### src/rtl/utf8d_pkg.sv
// shared types and constants for the utf-8 stream decoder
package utf8d_pkg;

  localparam int unsigned CountWidthDefault = 32;
  localparam int unsigned CodeW = 32;
  localparam int unsigned LenW = 32;
  localparam int unsigned OwedW = 3;

  localparam logic [7:0] CONT_MARK = 8'h80;
  localparam logic [7:0] CONT_MASK = 8'hC0;
  localparam logic [7:0] PAYLOAD6 = 8'h3F;

  typedef struct packed {
    logic [7:0] byte_in;
    logic       first_byte;
    logic       last_byte;
  } in_beat_t;

  typedef struct packed {
    logic [CodeW-1:0] code_point;
    logic             char_done;
    logic             bad_byte;
    logic             string_end;
    logic [LenW-1:0]  string_length;
  } out_beat_t;

  // sequence state carried from byte to byte (character count kept apart)
  typedef struct packed {
    logic [OwedW-1:0] bytes_owed;
    logic [CodeW-1:0] partial_value;
    logic             seen_error;
  } seq_state_t;

endpackage

### src/rtl/utf8d_decode.sv
// combinational decode of one byte against the current sequence state
module utf8d_decode #(
  parameter int unsigned COUNT_WIDTH = utf8d_pkg::CountWidthDefault
) (
  input  utf8d_pkg::in_beat_t   beat,
  input  utf8d_pkg::seq_state_t cur,
  input  logic [COUNT_WIDTH-1:0] count,
  output utf8d_pkg::seq_state_t nxt,
  output logic [COUNT_WIDTH-1:0] count_next,
  output utf8d_pkg::out_beat_t  result
);
  import utf8d_pkg::*;

  seq_state_t             st;
  logic [COUNT_WIDTH-1:0] cnt;
  logic [COUNT_WIDTH-1:0] cnt_inc;
  logic [3:0]             lead_ones;
  logic [7:0]             lead_mask;
  logic [7:0]             cont_bits;
  logic [LenW-1:0]        len_sat;

  // start of string clears everything before the byte is looked at
  always_comb begin
    if (beat.first_byte) begin
      st  = '0;
      cnt = '0;
    end else begin
      st  = cur;
      cnt = count;
    end
  end

  assign cnt_inc   = (&cnt) ? cnt : cnt + 1'b1;
  assign cont_bits = beat.byte_in & PAYLOAD6;
  assign lead_mask = 8'hFF >> (lead_ones + 4'd1);

  // leading ones of the byte: set by the highest zero bit, eight when there is none
  always_comb begin
    lead_ones = 4'd8;
    for (int i = 0; i < 8; i++) begin
      if (!beat.byte_in[i]) begin
        lead_ones = 4'd7 - 4'(i);
      end
    end
  end

  // report count saturated to the length field
  if (COUNT_WIDTH > LenW) begin : g_wide
    function automatic logic [COUNT_WIDTH-LenW-1:0] cnt_sel_hi(
      input logic [COUNT_WIDTH-1:0] v);
      return v[COUNT_WIDTH-1:LenW];
    endfunction
    assign len_sat = (|cnt_sel_hi(count_next)) ? '1 : count_next[LenW-1:0];
  end else begin : g_narrow
    assign len_sat = LenW'(count_next);
  end

  always_comb begin
    nxt        = st;
    count_next = cnt;
    result     = '0;

    if (st.bytes_owed != '0) begin
      if ((beat.byte_in & CONT_MASK) != CONT_MARK) begin
        result.bad_byte   = 1'b1;
        nxt.seen_error    = 1'b1;
        nxt.bytes_owed    = '0;
        nxt.partial_value = '0;
      end else begin
        nxt.partial_value = {st.partial_value[CodeW-7:0], cont_bits[5:0]};
        nxt.bytes_owed    = st.bytes_owed - 1'b1;
        if (nxt.bytes_owed == '0) begin
          result.code_point = nxt.partial_value;
          result.char_done  = 1'b1;
          count_next        = cnt_inc;
          nxt.partial_value = '0;
        end
      end
    end else begin
      if (lead_ones == 4'd0) begin
        result.code_point = CodeW'(beat.byte_in);
        result.char_done  = 1'b1;
        count_next        = cnt_inc;
      end else if (lead_ones == 4'd1) begin
        result.bad_byte = 1'b1;
        nxt.seen_error  = 1'b1;
      end else begin
        nxt.bytes_owed    = OwedW'(lead_ones - 4'd1);
        nxt.partial_value = CodeW'(beat.byte_in & lead_mask);
      end
    end

    result.string_end = beat.last_byte;
    if (beat.last_byte) begin
      if (!nxt.seen_error && nxt.bytes_owed == '0) begin
        result.string_length = len_sat;
      end
      nxt.bytes_owed    = '0;
      nxt.partial_value = '0;
    end
  end

endmodule

### src/rtl/utf8_stream_decoder_core.sv
// top level of the utf-8 stream decoder: byte beats in, character beats out
//
//   channel | direction | handshake               | payload
//   --------+-----------+-------------------------+----------------------------
//   in      | into core | in_valid / in_stall     | in_data  (byte, first, last)
//   out     | from core | out_valid / out_stall   | out_data (code point, flags,
//           |           |                         |           string length)
//
// one beat per cycle sustained while out_stall is low; each input beat passes
// through the input register, then is decoded into the result register
// the sequence state and character count update as a byte moves from the
// input register into the result register, so each byte sees its predecessor
// synchronous active-high reset empties both registers and clears the state
// out_stall holds the result register, and the input register then holds too;
// in_stall rises only when the input register is full and cannot move on
module utf8_stream_decoder_core #(
  parameter int unsigned COUNT_WIDTH = utf8d_pkg::CountWidthDefault
) (
  input  logic                 clk,
  input  logic                 rst,
  input  logic                 in_valid,
  output logic                 in_stall,
  input  utf8d_pkg::in_beat_t  in_data,
  output logic                 out_valid,
  input  logic                 out_stall,
  output utf8d_pkg::out_beat_t out_data
);
  import utf8d_pkg::*;

  // input register
  logic     hold_valid;
  in_beat_t hold;

  // sequence state and character count
  seq_state_t             seq;
  seq_state_t             seq_next;
  logic [COUNT_WIDTH-1:0] count;
  logic [COUNT_WIDTH-1:0] count_next;
  out_beat_t              result;

  logic out_free;
  logic advance;

  // result register may take a new beat when empty or being drained
  assign out_free = !out_valid || !out_stall;
  assign advance  = hold_valid && out_free;
  assign in_stall = hold_valid && !out_free;

  utf8d_decode #(
    .COUNT_WIDTH(COUNT_WIDTH)
  ) u_decode (
    .beat      (hold),
    .cur       (seq),
    .count     (count),
    .nxt       (seq_next),
    .count_next(count_next),
    .result    (result)
  );

  // input register: loads whenever it is empty or moving on
  always_ff @(posedge clk) begin
    if (rst) begin
      hold_valid <= 1'b0;
    end else if (!in_stall) begin
      hold_valid <= in_valid;
    end
  end

  always_ff @(posedge clk) begin
    if (!in_stall && in_valid) begin
      hold <= in_data;
    end
  end

  // state moves only when a byte is decoded into the result register
  always_ff @(posedge clk) begin
    if (rst) begin
      seq   <= '0;
      count <= '0;
    end else if (advance) begin
      seq   <= seq_next;
      count <= count_next;
    end
  end

  // result register
  always_ff @(posedge clk) begin
    if (rst) begin
      out_valid <= 1'b0;
    end else if (out_free) begin
      out_valid <= hold_valid;
    end
  end

  always_ff @(posedge clk) begin
    if (advance) begin
      out_data <= result;
    end
  end

endmodule

### config.mk
export PLATFORM = sky130hd
export DESIGN_NAME = utf8_stream_decoder_core
export DESIGN_NICKNAME = d
export VERILOG_FILES = /design/src/rtl/utf8d_pkg.sv /design/src/rtl/utf8d_decode.sv /design/src/rtl/utf8_stream_decoder_core.sv
export SDC_FILE = /design/constraint.sdc
export NUM_CORES = 1
export LEC_CHECK = 0
export ABC_AREA = 1
export BUFFER_PORTS_ARGS = -buffer_cell sky130_fd_sc_hd__buf_2
export CORE_UTILIZATION = 30
export DETAILED_ROUTE_END_ITERATION = 8
export GPL_TIMING_DRIVEN = 0
export PLACE_DENSITY_LB_ADDON = 0.2
export REMOVE_ABC_BUFFERS = 1
export SLEW_MARGIN = 20
export SYNTH_ARGS = -nofsm -noshare
export SYNTH_HDL_FRONTEND = slang
export SYNTH_SLANG_ARGS = --single-unit
### constraint.sdc
create_clock -name clk -period 3.79 [get_ports clk]
set_input_delay 0.5685 -clock clk [delete_from_list [all_inputs] [get_ports clk]]
set_output_delay 0.5685 -clock clk [all_outputs]
set_load 0.005 [all_outputs]
==> metrics, run 1 <==
DIE WIDTH=160 um; Yosys top cell area share=0.307; synth warn=0; crit path launch type=flop; Min-Delay Path Class=in2reg; Comb power frac=0.105; CP Depth=12; Post-synth EDFFs=between 70 and 80; commonest register cell after synthesis=edfxtp_1; status=finished clean; Psw=1.06 mW; max frequency=294 MHz; Antenna Diode Count=0; Yosys top cell by area=edfxtp_1; WS Path Type=reg2reg; CTS Buf Count=17; Total GRT Usage=0.160; MaxCap Viol Count=0; Vias=~6400; minimum clock period=3.40 ns; Slew headroom=0.270; Clock Pin Slew Worst Setup and Hold Paths=0.07 ns; Max Slew Vio Count=0; DRT Wirelength=19900 um; Clock Latency Late Sink=0.43 ns; Synth area leaders=edfxtp_1, dfxtp_1, nand2_1, nor2_1, nand3_1; Setup Skew=0.0116 ns; Clk pwr share=0.448; placed cell count=around 1300; R2R Path Start=hold[1]; maximum VDD drop=0.281 mV; hold_sp=in_data[3]; share of cells above drive strength 1=0.178; vias in the first global route=6281; I/O pin cnt=83; CP Launch Point=hold[1]; ys async rst share=0; # nets final=1040; drt first pass iters=7; first-pass GRT wire length=32400 um; clk sinks=141; clock buffer depth=2; die area=25700 sq um; sequential power share=0.447; average cell area after synthesis=7.92 sq um; Total Power=slightly below 4 mW; CP Max Fanout=80; Fill cells=2569; CP top delay family=simple AND/OR/NAND/NOR gates; Worst Path Arrival=between 3 and 4 ns; Final ANT Viol Nets=0; Slew @ Worst Pin=1.09 ns; per-cell routed wire length=14.7 um; Crit. End Element=flop; Post-Synthesis Cell Area=between 7000 and 8000 sq um; clock root cell=clkbuf_16; RePlAce Congestion=a little over 0.8; # DRC=0; Worst Slack Setup Final=0.388 ns; CP max stage delay=0.48 ns; CTS tree=yes; period utilization=0.898; Area Overhead vs Synth=18.5%; register bit total from synthesis=141; Final Hold Vio Count=0; CP Cell Sequence=clkinv_8 -> nand2_1 -> ha_1 -> ha_4 -> clkinvlp_4 -> nand2_4 -> nand2_4 -> inv_1 -> nor2_1 -> nand3_1 -> xnor2_1 -> nor2_1; cells on worst reg2reg path=12; HPWL Detailed=12600 um; setup violators final=0; worst path buffer plus inverter count=3; final hold slack=0.311 ns; switch share=0.274; Worst R2R End=out_data[24]; RSZ-0062 raised after global routing=false; Post-Layout Cell Count=1354; CP Capture Point=out_data[24]; row cnt=57; post-layout util=0.365; Leakage=3.47 nW; largest net degree at the start of global routing=81; PwrDens=434 nW/um^2; Netlist cell types=43; Data required, critical path=3.96 ns; reg2reg setup slack=0.39 ns; overall die height=between 150 and 200 um; DP Worst Slack=-1.23 ns; Initial Util=0.308; core area=24500 sq um; initial DRC count=372; initial antenna violation count=0; Int Pwr=2.81 mW; Remaining Overflow, GRT=0; I/O Buffers=82; H-tree level count=4; Crit-path slowest cell=edfxtp_1; Mapped Cells=951; Seq/Total Area, Yosys=0.477; vias per inst=4.75; hold_buf cts=0
## cells in the final DEF, fill, tap and decap left out, drive strengths merged
cell      synthesis  routed
o221ai            1       1
nor2            138     138
a31oi             1       1
clkbuf           30      19
o211ai            2       2
inv             100     102
or2               1       1
buf              14      89
xnor2             7       7
nand3            94      94
nand4            14      14
ha                9       9
nand3b            4       4
a21oi            70      70
nand2           218     218
o21ai            87      88
o21bai            5       5
edfxtp           77      77
clkinv            0       6
bufinv            0       2
dfxtp            64      64
nor3              6       6
o22ai             1       1
clkinvlp          0       4
nor3b             1       1
xor2              7       7
## worst min-delay path by stage
| stage | end | depth (start not counted) |
|---|---|---|
| after global placement | seq[25] | 2 |
| after detailed placement | seq[2] | 2 |
| final | hold[3] | 1 |
| after CTS | hold[3] | 1 |
| after global routing | hold[4] | 1 |
| after floorplan | seq[10] | 2 |
## synthesized netlist by cell type (2+ instances only)
cell type	count
xnor2_1	7
nand3b_1	4
nor2_4	7
xor2_1	7
o21ai_0	76
dfxtp_1	64
nand3_4	4
a21oi_1	68
o21bai_1	5
nor3_1	5
edfxtp_1	77
ha_1	9
nand3_1	80
nor2_2	9
a21oi_2	2
inv_2	7
buf_6	5
nand2_2	9
inv_1	91
nor2_1	122
clkbuf_1	30
o21ai_1	10
buf_2	6
nand3_2	10
nand4_1	13
nand2_4	2
nand2_1	206
## cells by family after synthesis
family / after synthesis / synth area share
buf+inv: 144 / 0.0818
simple gates: 476 / 0.293
xor+xnor: 14 / 0.0163
fa+ha+maj: 9 / 0.0150
compound gates: 167 / 0.116
flops: 141 / 0.477
## timing repair
item | 4_1_cts | 5_1_grt
gates cloned | 2 | 0
setup buffers | 2 | 0
endpoints found under the setup margin | 93 | 10
pin swaps | 1 | 0
resized for setup | 2 | 3
## power by group through the flow
stage	clock network (mW)	registers [mW]	logic, mW
6_report	1.73	1.73	0.406
5_1_grt	1.84	1.74	0.458
4_1_cts	1.78	1.73	0.409
3_5_place_dp	0	1.77	0.396
3_3_place_gp	0	1.78	0.380
2_1_floorplan	0	1.76	0.240
## stage by stage
step | instance area, sq um | setup TNS (ns)
after CTS | 8900 | 0
final | 8920 | 0
after floorplan | 7300 | -318.15
after detailed placement | 8260 | -66.16
after global placement | 8110 | -861.58
after global routing | 8920 | 0
## cell type report
cell class              count  area (sq um)  area share
repair buffers             89           548      0.0614
repair inverters            1          5.00    0.000561
inverters                 100           394      0.0442
clock buffers              19           443      0.0496
flip-flops and latches    141          3590       0.403
clock inverters            13           159      0.0178
multi-input cells         667          3370       0.378
well taps                 324           405      0.0454
## state kept, by name, indices dropped and copies added (netlist names)
name	cells
count	32
out_valid	1
hold	10
hold_valid	1
out_data	67
seq	30
## metal layers
metal	global-route usage	wire, um
met5	0	0
met4	0.0463	244
met3	0.0315	742
met2	0.278	9580
met1	0.200	9330
No activity file was read; power rests on OpenSTA's default activity.
==> inputs of run 2 (changes only) <==
--- a/config.mk
+++ b/config.mk
@@ -6,9 +6,9 @@
 export NUM_CORES = 1
 export LEC_CHECK = 0
 export ABC_AREA = 1
-export BUFFER_PORTS_ARGS = -buffer_cell sky130_fd_sc_hd__buf_2
 export CORE_UTILIZATION = 30
 export DETAILED_ROUTE_END_ITERATION = 8
+export DONT_BUFFER_PORTS = 1
 export GPL_TIMING_DRIVEN = 0
 export PLACE_DENSITY_LB_ADDON = 0.2
 export REMOVE_ABC_BUFFERS = 1
==> metrics, run 2 (synthesized netlist as in run 1, its figures left out) <==
initial DRC count=426; Total GRT Usage=0.157; switch share=0.276; placed inst area=7840 sq um; commonest non-fill, non-tap cells in the layout=nand2_1, nor2_1, inv_1, nand3_1, edfxtp_1; Leakage=3.12 nW; Clk pwr share=0.445; vias per inst=~4.8; Area Overhead vs Synth=12.8%; max FFs per register=between 60 and 70; largest reg by FF count=out_data; minimum clock period=3.36 ns; # DRC=0; CP top delay family=simple AND/OR/NAND/NOR gates; period utilization=0.886; Int Pwr=~2.7 mW; commonest non-fill, non-tap cell in the layout=nand2_1; Clock Pin Slew Worst Setup and Hold Paths=0.07 ns; Slew @ Worst Pin=0.939 ns; Fill cells=2545; Antenna Diode Count=0; PwrDens=445 nW/um^2; share of cells above drive strength 1=0.109; Comb power frac=0.094; clock root cell=clkbuf_16; CP Cell Sequence=clkinv_8 -> nand2_1 -> ha_1 -> ha_4 -> clkinvlp_4 -> buf_4 -> nand2_4 -> nand2_4 -> inv_1 -> nor2_1 -> nand3_1 -> xnor2_1 -> nor2_1; crit path launch type=flop; per-cell routed wire length=15.4 um; placed cell count=1236; Psw=1.04 mW; Vias=6080; row cnt=57; DIE WIDTH=approximately 160 um; clock buffer depth=2; DRT Wirelength=~20000 um; vias in the first global route=5832; Max Slew Vio Count=0; initial antenna violation count=0; setup violators final=0; Initial Util=0.308; max frequency=298 MHz; core area=24500 sq um; Slew headroom=0.373; Setup Skew=0.0121 ns; I/O pin cnt=83; Regs by FF count=out_data (67), count (32), seq (30); Worst Slack Setup Final=0.431 ns; CP max stage delay=0.47 ns; Final Hold Vio Count=0; RePlAce Congestion=between 0.7 and 0.8; WS Path Type=reg2reg; drt first pass iters=5; overall die height=160 um; post-layout util=0.347; I/O Buffers=0; largest net degree at the start of global routing=81; Clock Latency Late Sink=0.43 ns; sequential power share=0.461; Post-Layout Inst Area=8490 sq um; die area=25700 sq um; DP Worst Slack=-1.16 ns; Final ANT Viol Nets=0; Post-Layout Cell Count=1273; Worst Path Arrival=3.53 ns; status=finished clean; CTS Buf Count=17; Min-Delay Path Class=in2reg; worst path buffer plus inverter count=4; Data required, critical path=3.96 ns; # nets final=about 960; CP Max Fanout=80; clk sinks=141; H-tree level count=4; first-pass GRT wire length=31700 um; maximum VDD drop=0.220 mV; Crit-path slowest cell=edfxtp_1; MaxCap Viol Count=0; Crit. End Element=flop; Remaining Overflow, GRT=0; CTS tree=yes; RSZ-0062 raised after global routing=false; HPWL Detailed=12300 um
==> run 2: cell types whose count changed in the layout (fill, tap and decap cells not counted), moves of 2 or more <==
cell,delta
buf_2,-82
clkinv_4,-3
clkinvlp_4,+2
inv_6,+2
==> run 2: final timing paths <==
kind	startpoint	endpoint	slack, ns	cells after the start
max reg2reg	hold[1]	out_data[24]	0.43	13
max	hold[1]	out_data[24]	0.43	13
min reg2reg	seq[4]	seq[4]	0.46	2
min	rst	seq[21]	0.19	1
==> run 2: layout make-up <==
type / count / area, sq um / share of cell area
clock buffers: 19 / 453 / 0.0533
well taps: 324 / 405 / 0.0477
flip-flops and latches: 141 / 3590 / 0.423
clock inverters: 13 / 129 / 0.0152
inverters: 100 / 394 / 0.0464
repair buffers: 8 / 138 / 0.0162
multi-input cells: 667 / 3370 / 0.397
repair inverters: 1 / 5.00 / 0.000589
==> run 2: what timing repair did <==
action,4_1_cts,5_1_grt
setup buffers,1,2
hold buffers,0,0
endpoints found under the setup margin,93,14
gates resized for setup,2,3
pin swaps,1,0
hold endpoints to repair,0,0
gates cloned,2,0
==> run 2: power groups by stage <==
stage	Combinational, mW	Clock [mW]	Sequential [mW]
finish	0.355	1.68	1.74
global route	0.401	1.78	1.75
CTS	0.357	1.73	1.74
detailed placement	0.346	0	1.78
global placement	0.331	0	1.79
floorplan	0.240	0	1.76
==> run 2: per-layer routing <==
| metal | vias up | part of all wire | global-route usage |
|---|---|---|---|
| met2 | 138 | 0.48 | 0.263 |
| met5 | - | 0 | 0 |
| met1 | 2805 | 0.47 | 0.201 |
| li1 | 3114 | - | - |
| met3 | 23 | 0.040 | 0.0343 |
| met4 | 0 | 0.014 | 0.0494 |
==> run 2: per-stage QoR <==
stage                     TNS, ns  power, mW  hold slack [ns]
after detailed placement   -59.42       2.12            0.449
after floorplan           -318.15       2.00            0.439
after CTS                       0       3.83            0.180
after global routing            0       3.93            0.175
final                           0       3.78            0.193
after global placement    -843.74       2.12            0.446
